--- config.mk ---
export PLATFORM = sky130hd
export DESIGN_NAME = ddrt_crc
export DESIGN_NICKNAME = d
export VERILOG_FILES = /design/src/design/dedup_digest_ring_table_unit_macros.svh /design/src/design/ddrt_pkg.sv /design/src/design/ddrt_crc.sv
export SDC_FILE = /design/constraint.sdc
export NUM_CORES = 1
export LEC_CHECK = 0
export BUFFER_PORTS_ARGS = -buffer_cell sky130_fd_sc_hd__buf_2
export CORE_UTILIZATION = 35
export CTS_CLUSTER_SIZE = 14
export DETAILED_ROUTE_END_ITERATION = 7
export GPL_ROUTABILITY_DRIVEN = 0
export RECOVER_POWER = 50
export SYNTH_ARGS = -nofsm -noshare
export SYNTH_HDL_FRONTEND = slang
export SYNTH_SLANG_ARGS = --single-unit
--- constraint.sdc ---
create_clock -name clk -period 4.7 [get_ports clk]
set_input_delay 0.94 -clock clk [delete_from_list [all_inputs] [get_ports clk]]
set_output_delay 0.94 -clock clk [all_outputs]
set_load 0.02 [all_outputs]
--- src/design/dedup_digest_ring_table_unit_macros.svh ---
// assertion macros for the dedup digest ring table
`ifndef DEDUP_DIGEST_RING_TABLE_UNIT_MACROS_SVH
`define DEDUP_DIGEST_RING_TABLE_UNIT_MACROS_SVH
`ifndef ASSERT_OFF
`define DDRT_ASSERT_IMPL(label, clk, rst_n, ante, cons, msg) \
    label: assert property (@(posedge clk) disable iff (!rst_n) (ante) |-> (cons)) \
        else $error(msg);
`define DDRT_ASSERT_NEXT(label, clk, rst_n, ante, cons, msg) \
    label: assert property (@(posedge clk) disable iff (!rst_n) (ante) |=> (cons)) \
        else $error(msg);
`else
`define DDRT_ASSERT_IMPL(label, clk, rst_n, ante, cons, msg)
`define DDRT_ASSERT_NEXT(label, clk, rst_n, ante, cons, msg)
`endif
`endif

--- src/design/ddrt_pkg.sv ---
`timescale 1ns / 1ps
// ----------------------------------------------------------------------------
// ddrt_pkg
// shared types and constants of the dedup digest ring table
// ----------------------------------------------------------------------------
package ddrt_pkg;

    localparam int ENTRIES = 1024;
    localparam int IDX_W   = $clog2(ENTRIES);
    localparam int CNT_W   = IDX_W + 1;
    localparam int BLK_W   = 32;
    localparam int WCNT_W  = 11;
    localparam int DUP_W   = 10;
    localparam int DIG_W   = 256;
    localparam int WORD_W  = 64;
    localparam int CRC_W   = 32;
    localparam logic [DUP_W-1:0] DUP_MAX = {DUP_W{1'b1}};
    localparam logic [CRC_W-1:0] CRC_POLY = 32'hEDB88320;

    typedef enum logic [1:0] {
        OP_LOAD   = 2'd0,
        OP_LINK   = 2'd1,
        OP_UPDATE = 2'd2,
        OP_QUERY  = 2'd3
    } opcode_t;

    localparam logic CFG_WINDOW_START = 1'b0;
    localparam logic CFG_WINDOW_COUNT = 1'b1;

    typedef struct packed {
        logic             valid;
        logic [CRC_W-1:0] crc;
        logic [DIG_W-1:0] digest;
    } entry_t;

    typedef struct packed {
        logic             ent_re;
        logic [IDX_W-1:0] ent_raddr;
        logic             ent_we;
        logic [IDX_W-1:0] ent_waddr;
        entry_t           ent_wdata;
        logic             nxt_re;
        logic [IDX_W-1:0] nxt_raddr;
        logic             nxt_we;
        logic [IDX_W-1:0] nxt_waddr;
        logic [IDX_W-1:0] nxt_wdata;
    } tbl_req_t;

    typedef struct packed {
        entry_t           ent_rdata;
        logic [IDX_W-1:0] nxt_rdata;
    } tbl_rsp_t;

endpackage

--- src/design/ddrt_crc.sv ---
`timescale 1ns / 1ps
// ----------------------------------------------------------------------------
// ddrt_crc
// serial reflected crc-32 poly, zero init, 256-bit digest, one byte per cycle
// ----------------------------------------------------------------------------
module ddrt_crc (
    input  logic                             clk,
    input  logic                             rst_n,
    input  logic                             start,
    input  logic [ddrt_pkg::DIG_W-1:0]       data,
    output logic                             done,
    output logic [ddrt_pkg::CRC_W-1:0]       crc
);

    localparam int NBYTES = ddrt_pkg::DIG_W / 8;
    localparam int BC_W   = $clog2(NBYTES);

    logic [ddrt_pkg::DIG_W-1:0] sh_reg;
    logic [ddrt_pkg::CRC_W-1:0] crc_reg;
    logic [BC_W-1:0]            cnt_reg;
    logic                       run_reg;
    logic                       done_reg;

    function automatic logic [ddrt_pkg::CRC_W-1:0] crc_byte(
        input logic [ddrt_pkg::CRC_W-1:0] c_in,
        input logic [7:0]                 b);
        logic [ddrt_pkg::CRC_W-1:0] c;
        c = c_in ^ {24'd0, b};
        for (int k = 0; k < 8; k++)
        begin
            c = c[0] ? ((c >> 1) ^ ddrt_pkg::CRC_POLY) : (c >> 1);
        end
        return c;
    endfunction

    always_ff @(posedge clk or negedge rst_n)
    begin
        if (!rst_n)
        begin
            run_reg  <= 1'b0;
            done_reg <= 1'b0;
            cnt_reg  <= '0;
        end
        else
        begin
            done_reg <= 1'b0;
            if (start)
            begin
                run_reg <= 1'b1;
                cnt_reg <= '0;
            end
            else if (run_reg)
            begin
                cnt_reg <= cnt_reg + 1'b1;
                if (cnt_reg == BC_W'(NBYTES - 1))
                begin
                    run_reg  <= 1'b0;
                    done_reg <= 1'b1;
                end
            end
        end
    end

    always_ff @(posedge clk)
    begin
        if (start)
        begin
            sh_reg  <= data;
            crc_reg <= '0;
        end
        else if (run_reg)
        begin
            sh_reg  <= sh_reg >> 8;
            crc_reg <= crc_byte(crc_reg, sh_reg[7:0]);
        end
    end

    assign done = done_reg;
    assign crc  = crc_reg;

endmodule

==> impl_results.rst <==
.. list-table::
   :header-rows: 1

   * - Metric
     - Value
   * - Run status
     - finished with violations
   * - Violated checks
     - max-capacitance violations, max-slew violations
   * - Startpoint Class
     - input pin
   * - Number of buffers on the longest clock path
     - 3
   * - Clock input transition at the sequential cells of the worst setup and hold paths
     - 60 ps
   * - Clock tree root buffer cell
     - sky130_fd_sc_hd__clkbuf_16
   * - Final wirelength
     - between 20,000 and 30,000 µm
   * - Warning count from the yosys run
     - 0
   * - Share of final-layout standard cells stronger than drive strength 1
     - 0.532
   * - Peak per-stage delay on the critical path
     - 1570 ps
   * - Clock latency on the worst-skew pair
     - 520 ps
   * - Min-Delay Path Class
     - input pin to asynchronous set/reset pin
   * - Number of flip-flops in the largest register
     - 256
   * - Footprint of the multi-input gates
     - 0.00440 mm²
   * - Number of nets with antenna violations after detailed routing
     - 0
   * - Post-CTS Resized
     - 0
   * - Die span in x
     - 196 µm
   * - Count of TritonRoute iterations in the first routing pass
     - 4
   * - Drc violations
     - 0
   * - First-pass GRT wire length
     - approximately 42,000 µm
   * - Sequential standard cell area
     - 0.00850 mm²
   * - Final Skew
     - 18.2 ps
   * - Crit path time final
     - 3340 ps
   * - Max Freq
     - ~300 MHz
   * - Worst-case headroom to the max-slew limit
     - -0.370
   * - GRT Residual Overflow
     - 0
   * - Mean cell area of the mapped netlist
     - around 18 µm²
   * - Flop and latch count out of synthesis
     - just under 300
   * - Drt first-iter violations
     - 349
   * - Vias in the first global route
     - 7,499
   * - Power density over the cells
     - 513 mW/mm²
   * - TritonCTS clock tree
     - yes
   * - Hold Violations, Final
     - 0
   * - Largest net degree at the start of global routing
     - 163
   * - Number of distinct library cell variants in the gate-level netlist after synthesis
     - 31
   * - Starting density of the core
     - 0.358
   * - Post-DP HPWL
     - 18,400 µm
   * - List of cells traversed by the critical path
     - buf_8, or2_1, buf_12
   * - Syn nets
     - roughly 1,000
   * - Proportion of synthesized chip area in sequential cells
     - 0.647
   * - Pins Over Slew Limit
     - 110
   * - Slowest cell on the critical path
     - sky130_fd_sc_hd__or2_1
   * - GRT Resource Usage Total
     - 0.143
   * - Input/output buffers
     - 291
   * - Final total negative setup slack
     - 0 ps
   * - Net total in the final layout
     - roughly 1,300
   * - Arrival time at the worst endpoint
     - between 3000 and 4000 ps
   * - Area enclosed by the die boundary
     - between 0.03 and 0.04 mm²
   * - Critical path required time
     - ~4900 ps
   * - Number of CTS-inserted buffers
     - 34
   * - Final count of negative-setup-slack endpoints
     - 0
   * - Chip Height
     - 196 µm
   * - Detail-routed net length per standard cell
     - around 18 µm
   * - Vias
     - 7,209
   * - Leakage power total
     - 6.56 nW
   * - Number of clock sinks
     - 295
   * - Maximum vdd drop
     - between 0.0002 and 0.0003 V
   * - Synth-to-Final Area Change
     - 22.2%
   * - Total I/O pin count
     - a little under 300
   * - CP Class
     - input pin to register
   * - Transition time at the pin with the least slew margin
     - 2050 ps
   * - Fill cell count
     - 3,343
   * - Number of max-cap violations
     - 2
   * - Post-CTS Hold Buffers
     - 0
   * - Number of antenna violations at the first check in global routing
     - 15
   * - Mapped Cells
     - approximately 740
   * - Vias per cell
     - 4.71
   * - Floorplan Core Area
     - 0.0368 mm²
   * - Portion of the clock cycle consumed by the worst path in the final layout
     - 0.712
   * - Setup repair bufs after CTS
     - 0
   * - Critical-path maximum fanout
     - 82
   * - Total standard cell area after synthesis
     - 0.0132 mm²
   * - Setup repair after global routing missed its margin
     - no
   * - Smallest hold slack
     - 313 ps
   * - Htree depth
     - 2
   * - Rows
     - 70
   * - Type of element capturing the critical path
     - register
   * - Final design utilization
     - 0.437
[area by class of cell]
type | count | area share
multi-input combinational | 401 | 0.274
clock buffer | 45 | 0.0555
sequential | 295 | 0.529
clock inverter | 17 | 0.00895
tap | 468 | 0.0364
antenna | 3 | 0.000467
inverter | 2 | 0.000467
timing repair buffer | 299 | 0.0953
[synth_stat cells]
master / n / area [µm²]
sky130_fd_sc_hd__a211oi_1: 6 / 45.0
sky130_fd_sc_hd__a211oi_2: 2 / 25.0
sky130_fd_sc_hd__a21o_1: 1 / 7.51
sky130_fd_sc_hd__a21oi_1: 1 / 5.00
sky130_fd_sc_hd__a31o_1: 1 / 8.76
sky130_fd_sc_hd__and2_1: 8 / 50.1
sky130_fd_sc_hd__and3_1: 1 / 6.26
sky130_fd_sc_hd__buf_1: 2 / 7.51
sky130_fd_sc_hd__clkbuf_1: 38 / 143
sky130_fd_sc_hd__dfrtp_1: 7 / 175
sky130_fd_sc_hd__dfxtp_1: 32 / 641
sky130_fd_sc_hd__edfxtp_1: 256 / 7690
sky130_fd_sc_hd__ha_1: 2 / 25.0
sky130_fd_sc_hd__inv_1: 2 / 7.51
sky130_fd_sc_hd__mux2_2: 248 / 2790
sky130_fd_sc_hd__mux2i_1: 13 / 130
sky130_fd_sc_hd__nand2_1: 2 / 7.51
sky130_fd_sc_hd__nand2b_1: 13 / 81.3
sky130_fd_sc_hd__nand4_1: 1 / 6.26
sky130_fd_sc_hd__nor2_1: 25 / 93.8
sky130_fd_sc_hd__nor3b_1: 1 / 7.51
sky130_fd_sc_hd__o22ai_1: 11 / 68.8
sky130_fd_sc_hd__or2_2: 1 / 6.26
sky130_fd_sc_hd__xnor2_1: 16 / 140
sky130_fd_sc_hd__xnor2_2: 4 / 65.1
sky130_fd_sc_hd__xnor2_4: 3 / 82.6
sky130_fd_sc_hd__xnor3_1: 21 / 473
sky130_fd_sc_hd__xnor3_2: 5 / 119
sky130_fd_sc_hd__xor2_1: 8 / 70.1
sky130_fd_sc_hd__xor2_4: 2 / 55.1
sky130_fd_sc_hd__xor3_1: 5 / 119
[stage by stage]
step                      setup WS (ps)  power (mW)  cells  area (µm²)
after floorplan                     661        5.38    738       13200
after global placement             1730        5.87   1465       15200
after detailed placement           1730        5.91   1465       15200
after CTS                          2280        8.46   1527       16200
after global routing               1090        8.66   1529       16100
final                              1360        8.24   1530       16100
[cells by family after synthesis]
| kind of cell | synth area share |
|---|---|
| adders and majority gates | 0.00190 |
| DFF | 0.647 |
| xor gates and xnor gates | 0.0854 |
| and+or+nand+nor | 0.0197 |
| buffers and inverters | 0.0120 |
| AOI/OAI and AO/OA | 0.0122 |
| muxes | 0.222 |
[metal layers]
| metal | share of wire | global-route usage | wire length, µm |
|---|---|---|---|
| met1 | 0.43 | 0.181 | 11800 |
| met2 | 0.46 | 0.227 | 12800 |
| met3 | 0.083 | 0.0552 | 2290 |
| met4 | 0.019 | 0.0425 | 531 |
| met5 | 0.0048 | 0 | 133 |
[path summary, 6_finish.rpt]
kind | from | to | slack [ps] | cells after the start
setup / recovery | start | sh_reg[236] | 1360 | 3
hold / removal | rst_n | cnt_reg[2] | 310 | 1
setup reg to reg | sh_reg[7] | crc[26] | 1880 | 4
hold reg to reg | crc[15] | crc[15] | 500 | 2
max in group asynchronous | rst_n | run_reg | 4100 | 1
min in group clk | crc[15] | crc[15] | 500 | 2
[worst max-delay path, delay by kind of cell]
kind,cells,cell delay [ps]
AND/OR/NAND/NOR,1,1570
buffers and inverters,2,780
[placed cells by master (no fill, tap or decap), types with 2 or more instances in the layout]
master,instances
sky130_fd_sc_hd__buf_2,256
sky130_fd_sc_hd__edfxtp_1,256
sky130_fd_sc_hd__mux2_2,246
sky130_fd_sc_hd__clkbuf_1,45
sky130_fd_sc_hd__clkbuf_16,34
sky130_fd_sc_hd__dfxtp_1,32
sky130_fd_sc_hd__nor2_1,25
sky130_fd_sc_hd__xnor3_1,21
sky130_fd_sc_hd__xnor2_1,19
sky130_fd_sc_hd__mux2i_1,13
sky130_fd_sc_hd__nand2b_1,13
sky130_fd_sc_hd__o22ai_1,11
sky130_fd_sc_hd__xor2_1,10
sky130_fd_sc_hd__a211oi_1,8
sky130_fd_sc_hd__clkinv_1,8
sky130_fd_sc_hd__and2_1,7
sky130_fd_sc_hd__dfrtp_1,7
sky130_fd_sc_hd__xor3_1,5
sky130_fd_sc_hd__xnor3_2,5
sky130_fd_sc_hd__clkinv_2,4
sky130_fd_sc_hd__buf_12,4
sky130_fd_sc_hd__diode_2,3
sky130_fd_sc_hd__xnor2_2,3
sky130_fd_sc_hd__buf_4,3
sky130_fd_sc_hd__mux2_1,2
sky130_fd_sc_hd__inv_1,2
sky130_fd_sc_hd__nand2_1,2
sky130_fd_sc_hd__ha_1,2
sky130_fd_sc_hd__inv_6,2
sky130_fd_sc_hd__bufinv_16,2
[report_power, final]
part,internal [mW],switching (mW)
Combinational,1.39,0.904
Sequential,3.24,0.204
Clock,1.45,1.04
Total,6.09,2.15
No activity file was read; power rests on OpenSTA's default activity.
